[src/hw/rtl/foie_pkg.sv]
// Shared types and constants of the first-occurrence index encoder.
`default_nettype none

package foie_pkg;

  localparam int DICT_DEPTH_DEF = 64;
  localparam int KEY_WIDTH_DEF  = 32;
  localparam int KEY_FIELD_W    = 32;
  localparam int INDEX_W        = 6;

  typedef struct packed {
    logic [KEY_FIELD_W-1:0] key_value;
    logic                   last_of_list;
  } in_t;

  typedef struct packed {
    logic [INDEX_W-1:0] assigned_index;
    logic               is_first_occurrence;
    logic               table_full;
    logic               list_done;
  } out_t;

  typedef struct packed {
    logic load;
    logic step;
    logic finish;
  } cmd_t;

  typedef struct packed {
    logic decided;
    logic out_free;
  } status_t;

endpackage

`default_nettype wire

[src/hw/rtl/foie_ctrl.sv]
// Controller state machine of the first-occurrence index encoder.
`default_nettype none

module foie_ctrl import foie_pkg::*; (
  input  wire logic    clk,
  input  wire logic    rst,
  input  wire logic    in_valid,
  output logic         in_stall,
  input  wire status_t status,
  output cmd_t         cmd
);

  typedef enum logic [1:0] {
    IDLE   = 2'b01,
    SEARCH = 2'b10
  } state_t;

  state_t state;
  state_t state_next;

  always_comb begin
    state_next = state;
    cmd        = '0;
    in_stall   = 1'b1;
    case (state)
      IDLE: begin
        in_stall = 1'b0;
        if (in_valid) begin
          cmd.load   = 1'b1;
          state_next = SEARCH;
        end
      end
      SEARCH: begin
        if (!status.decided) begin
          cmd.step = 1'b1;
        end else if (status.out_free) begin
          cmd.finish = 1'b1;
          state_next = IDLE;
        end
      end
      default: begin
        state_next = IDLE;
      end
    endcase
  end

  always_ff @(posedge clk) begin
    if (rst) begin
      state <= IDLE;
    end else begin
      state <= state_next;
    end
  end

endmodule

`default_nettype wire

[src/hw/rtl/foie_dp.sv]
// Datapath of the first-occurrence index encoder: dictionary memory, search and result.
`default_nettype none

module foie_dp import foie_pkg::*; #(
  parameter int DICT_DEPTH = DICT_DEPTH_DEF,
  parameter int KEY_WIDTH  = KEY_WIDTH_DEF
) (
  input  wire logic clk,
  input  wire logic rst,
  input  wire in_t  in_word,
  input  wire cmd_t cmd,
  output status_t   status,
  output logic      out_valid,
  input  wire logic out_stall,
  output out_t      out_word
);

  localparam int AW = $clog2(DICT_DEPTH);
  localparam int CW = $clog2(DICT_DEPTH + 1);
  localparam logic [CW-1:0] DEPTH_C = CW'(DICT_DEPTH);

  logic [KEY_WIDTH-1:0] mem [DICT_DEPTH];
  logic [KEY_WIDTH-1:0] key;
  logic                 last;
  logic [KEY_WIDTH-1:0] rdata;
  logic [CW-1:0]        ptr;
  logic [CW-1:0]        count;
  logic [AW-1:0]        cmp_idx;
  logic                 cmp_valid;

  logic [KEY_WIDTH+KEY_FIELD_W-1:0] key_ext;
  logic [INDEX_W+AW-1:0]            hit_idx_ext;
  logic [INDEX_W+CW-1:0]            new_idx_ext;
  logic                             hit;
  logic                             room;
  out_t                             result;

  assign key_ext     = {{KEY_WIDTH{1'b0}}, in_word.key_value};
  assign hit_idx_ext = {{INDEX_W{1'b0}}, cmp_idx};
  assign new_idx_ext = {{INDEX_W{1'b0}}, count};
  assign hit         = cmp_valid && (rdata == key);
  assign room        = (count != DEPTH_C);

  assign status.decided  = hit || (ptr == count);
  assign status.out_free = !out_valid || !out_stall;

  always_comb begin
    result.list_done = last;
    if (hit) begin
      result.assigned_index      = hit_idx_ext[INDEX_W-1:0];
      result.is_first_occurrence = 1'b0;
      result.table_full          = 1'b0;
    end else if (room) begin
      result.assigned_index      = new_idx_ext[INDEX_W-1:0];
      result.is_first_occurrence = 1'b1;
      result.table_full          = 1'b0;
    end else begin
      result.assigned_index      = '0;
      result.is_first_occurrence = 1'b1;
      result.table_full          = 1'b1;
    end
  end

  always_ff @(posedge clk) begin
    if (cmd.step) begin
      rdata <= mem[ptr[AW-1:0]];
    end
    if (cmd.finish && !hit && room) begin
      mem[count[AW-1:0]] <= key;
    end
  end

  always_ff @(posedge clk) begin
    if (cmd.load) begin
      key  <= key_ext[KEY_WIDTH-1:0];
      last <= in_word.last_of_list;
      ptr  <= '0;
    end else if (cmd.step) begin
      ptr     <= ptr + CW'(1);
      cmp_idx <= ptr[AW-1:0];
    end
  end

  always_ff @(posedge clk) begin
    if (rst) begin
      cmp_valid <= 1'b0;
      count     <= '0;
    end else begin
      if (cmd.load) begin
        cmp_valid <= 1'b0;
      end else if (cmd.step) begin
        cmp_valid <= 1'b1;
      end
      if (cmd.finish) begin
        if (last) begin
          count <= '0;
        end else if (!hit && room) begin
          count <= count + CW'(1);
        end
      end
    end
  end

  always_ff @(posedge clk) begin
    if (rst) begin
      out_valid <= 1'b0;
    end else if (cmd.finish) begin
      out_valid <= 1'b1;
    end else if (!out_stall) begin
      out_valid <= 1'b0;
    end
  end

  always_ff @(posedge clk) begin
    if (cmd.finish) begin
      out_word <= result;
    end
  end

endmodule

`default_nettype wire

[src/hw/rtl/first_occurrence_index_encoder_core.sv]
// Top level of the first-occurrence index encoder.
// Each accepted word is compared against the entries stored in the current list, one entry
// per cycle through the single read port; the search ends on a hit or after the last entry.
// A new word is taken only once the search of the previous one has finished and its result
// has been registered; a stalled result holds back that finish.
// Reset clears the entry count, the controller state and the valid flags; no clearing pass is needed.
`default_nettype none

module first_occurrence_index_encoder_core import foie_pkg::*; #(
  parameter int DICT_DEPTH = DICT_DEPTH_DEF,
  parameter int KEY_WIDTH  = KEY_WIDTH_DEF
) (
  input  wire logic clk,
  input  wire logic rst,
  input  wire logic in_valid,
  output logic      in_stall,
  input  wire in_t  in_word,
  output logic      out_valid,
  input  wire logic out_stall,
  output out_t      out_word
);

  cmd_t    cmd;
  status_t status;

  foie_ctrl u_ctrl (
    .clk      (clk),
    .rst      (rst),
    .in_valid (in_valid),
    .in_stall (in_stall),
    .status   (status),
    .cmd      (cmd)
  );

  foie_dp #(
    .DICT_DEPTH (DICT_DEPTH),
    .KEY_WIDTH  (KEY_WIDTH)
  ) u_dp (
    .clk       (clk),
    .rst       (rst),
    .in_word   (in_word),
    .cmd       (cmd),
    .status    (status),
    .out_valid (out_valid),
    .out_stall (out_stall),
    .out_word  (out_word)
  );

endmodule

`default_nettype wire

[config.mk]
export PLATFORM = sky130hd
export DESIGN_NAME = first_occurrence_index_encoder_core
export DESIGN_NICKNAME = d
export VERILOG_FILES = /design/src/hw/rtl/foie_pkg.sv /design/src/hw/rtl/foie_ctrl.sv /design/src/hw/rtl/foie_dp.sv /design/src/hw/rtl/first_occurrence_index_encoder_core.sv
export SDC_FILE = /design/constraint.sdc
export NUM_CORES = 2
export LEC_CHECK = 0
export BUFFER_PORTS_ARGS = -buffer_cell sky130_fd_sc_hd__buf_2
export CORE_ASPECT_RATIO = 0.6
export CORE_UTILIZATION = 55
export DETAILED_ROUTE_END_ITERATION = 8
export PLACE_DENSITY_LB_ADDON = 0.3
export SLEW_MARGIN = 20
export SYNTH_ARGS = -nofsm -noshare
export SYNTH_HDL_FRONTEND = slang
export SYNTH_SLANG_ARGS = --single-unit
[constraint.sdc]
create_clock -name clk -period 5.15 [get_ports clk]
set_clock_uncertainty 0.05 [all_clocks]
set_input_delay 0.2575 -clock clk [delete_from_list [all_inputs] [get_ports clk]]
set_output_delay 0.2575 -clock clk [all_outputs]
set_load 0.01 [all_outputs]
==> results_dict.tcl <==
set metrics [dict create \
    outcome "finished clean" \
    synthAdderAreaFrac 0.000460 \
    reg2reg_slack_ns 0.72 \
    syn_area_um2 81500 \
    grt_pass1_wl_um 305000 \
    placed_cells 5268 \
    cts_root_buf "clkbuf_16" \
    start_kind "flop" \
    fin_tns_setup_ns 0 \
    grt_pass1_vias 37500 \
    finalSetupViolations 0 \
    crit_path_end_kind "flop" \
    antenna_left 0 \
    dr.pass1.iters 7 \
    crit_fanout 32 \
    syn_nets 3364 \
    fin_crit_sh 0.860 \
    sw_frac_of_total 0.203 \
    nets 3584 \
    final_layout_size_suffix_gt1_frac 0.309 \
    worstHoldStart "in_valid" \
    coreArea_um2 147000 \
    io_pins 48 \
    p_clk_frac 0.401 \
    cp.arrival_ns 4.81 \
    dp_slack_ns 0.787 \
    cts_tree "yes" \
    power.switching_mw 6.76 \
    die_w_um 499 \
    vias 39100 \
    total_leakage_power_nw 27.2 \
    grt_max_degree 167 \
    synth_xor_area_frac 0.00440 \
    critPathKind "flop to flop" \
    cts.reportedPaths.clkPinSlew_ns 0.07 \
    clk_latency_ns 0.83 \
    h-tree-depth 4 \
    fin_crit_ns 4.43 \
    crit-reg2reg-launch "u_dp.ptr[4]" \
    synthSimpleGateAreaFrac 0.0125 \
    avgSynthCellArea_um2 24.5 \
    min_path_cells 5 \
    die-height_um 300 \
    drc 0 \
    syn_to_final_growth_pct 11.9 \
    via_per_inst 6.94 \
    cts_made_buffers 178 \
    worst_slack_ns 0.721 \
    start_util 0.554 \
    antenna_found_initial 36 \
    holdPathEnd "u_dp.ptr[3]" \
    hold_ws_ns 0.0269 \
    rsz0062_at_grt "no" \
    fp.dieArea_um2 150000 \
    io_buffers 47 \
    min_path_type "input pin to flop" \
    yosysWarnings 0 \
    irDropWorstVdd_mv 0.282 \
    hold_viol 0 \
    drt_iter0_markers 6982 \
    grt-ovfl-total 0 \
    wirelength_um 222000 \
    powerDensity_nw_per_um2 366 \
    clock_path_buffers 3 \
    ys_seq_elements 2146 \
    synth.yosys.seq_area_share 0.788 \
    max_clock_freq_mhz 226 \
    maxCapViolCount 0 \
    grtUsageTotal 0.302 \
    wire_per_inst_um 39.4 \
    tightestPinTransition_ns 1.22 \
    synth.distinct_cells 42 \
    cp_data_required_time_ns 5.53 \
    p_int_mw 26.6 \
    seqPwrFrac 0.578 \
    post_cts_resize_count 0 \
    synth_top_family_by_area "multiplexers" \
    slew_headroom 0.185 \
    clock-sinks 2146 \
    worst_r2r_path_depth 7 \
    cts_setup_buffers 0 \
    p_comb_frac 0.020 \
    synth_cells 3324 \
    final_max_slew_viol_count 0 \
    row_count 109 \
    r2r-end "u_dp.mem[32][0]" \
    gp_congestion 0.950 \
    dp_hpwl_um 134000 \
    synth-compound-area-share 0.00792 \
    fin_cells 5638 \
    synthMuxAreaShare 0.177 \
]
-- layer usage --
metal | share of wire | GRT usage
met1 | 0.38 | 0.449
met2 | 0.42 | 0.404
met3 | 0.18 | 0.143
met4 | 0.024 | 0.0790
met5 | 0.000054 | 0
-- through the flow --
step	power [mW]	instance area, um2	util
floorplan	19.9	81500	-
global placement	20.3	85100	0.578
detailed placement	20.3	85200	0.579
CTS	33.4	91100	0.619
global route	34.1	91200	0.620
finish	33.4	91200	0.620
-- power groups by stage --
stage	Clock [mW]	Combinational [mW]	Sequential (mW)
finish	13.4	0.676	19.3
global route	14.1	0.681	19.3
CTS	13.5	0.657	19.3
detailed placement	0	0.638	19.7
global placement	0	0.600	19.7
floorplan	0	0.0656	19.8
-- critical path, stage by stage, from the launching register on --
cell	delay (ns)
dfxtp_1	0.60
xor2_1	0.17
nor4_1	0.46
and2_1	0.33
nand2_1	0.21
nor3b_2	0.55
nand2_1	0.61
nor2_4	1.03
-- kinds of logic after synthesis --
kind of cell,Yosys count
DFF,2146
buffers and inverters,185
and+or+nand+nor,221
adders and majority gates,3
AOI/OAI and AO/OA,86
muxes,642
xor gates and xnor gates,41
-- synth_stat cells (all sizes together) --
cell type	number	area share
xor2	37	0.0040
nand3	18	0.0011
clkbuf	93	0.0043
a22o	1	0.00011
inv	10	0.00046
a311oi	1	0.00018
ha	3	0.00046
a221o	4	0.00049
nor2	78	0.0036
and2	2	0.00015
or4	1	0.000092
mux2i	2	0.00025
nand2	67	0.0031
or2	2	0.00015
nand3b	1	0.000092
edfxtp	2128	0.78
nor4b	1	0.00011
nand4	6	0.00046
dfxtp	18	0.0044
nor3b	1	0.00015
nand2b	3	0.00023
a21oi	5	0.00031
o21ba	1	0.00012
and4b	2	0.00025
o31ai	2	0.00018
or3	5	0.00038
o21bai	1	0.000092
a22oi	64	0.0059
nor4	16	0.0014
mux4	640	0.18
nor3	7	0.00043
nor2b	7	0.00054
buf	82	0.0048
a311o	1	0.00012
o21ai	5	0.00031
and3	4	0.00031
a31o	1	0.00011
xnor2	4	0.00043
-- timing repair --
item,4_1_cts,5_1_grt
hold buffers,36,0
hold endpoints to repair,40,0
setup endpoints to repair,0,0
-- registers in the layout, indices dropped and copies added (netlist names) --
| name | flops |
|---|---|
| u_dp.out_word | 9 |
| u_dp.cmp_idx | 6 |
| u_dp.rdata | 32 |
| u_dp.count | 7 |
| u_dp.ptr | 7 |
| u_dp.key | 32 |
| u_dp.mem | 2048 |
| u_dp.last | 1 |
| u_ctrl.state | 2 |
| u_dp.cmp_valid | 1 |
| u_dp.out_valid | 1 |
-- final cells by class --
cell class / instances / area (um2)
Tap cell: 1942 / 2430
Clock inverter: 97 / 907
Inverter: 10 / 37.5
Sequential cell: 2146 / 64300
Antenna cell: 6 / 15.0
Timing Repair Buffer: 215 / 1800
Clock buffer: 229 / 4710
Fill cell: 9518 / 56000
Multi-Input combinational cell: 993 / 17000
-- cell usage in the layout, fill, tap and decap left out, types with 3 or more instances in the layout --
cell type and instances:
a21oi_1 5, xnor2_1 4, mux4_2 640, clkinv_2 25, bufinv_16 15, nand3_1 15
nor4_1 14, a221o_1 4, clkinv_1 40, nand3_2 3, edfxtp_1 2128, nand2b_1 3
buf_16 3, dfxtp_4 4, nor2_4 64, diode_2 6, nand4_1 6, and3_1 4
clkbuf_16 181, xor2_1 37, buf_2 47, clkinvlp_4 6, nor2_1 14, a22oi_1 64
inv_6 8, buf_12 12, dlygate4sd3_1 36, clkbuf_1 48, dfxtp_1 14, nor2b_1 5
nor3_1 6, inv_1 9, nand2_1 67, o21ai_0 5, buf_4 117, ha_1 3
or3_1 5
-- worst max-delay path by stage --
stage,start,end
final,u_dp.ptr[4],u_dp.mem[32][0]
after global routing,u_dp.ptr[4],u_dp.mem[32][5]
after CTS,u_dp.ptr[4],u_dp.mem[32][1]
after detailed placement,u_dp.ptr[4],u_dp.mem[32][26]
after global placement,u_dp.ptr[0],u_dp.mem[32][17]
after floorplan,u_dp.key[13],u_dp.ptr[1]
(Power assumes the default switching activity.)
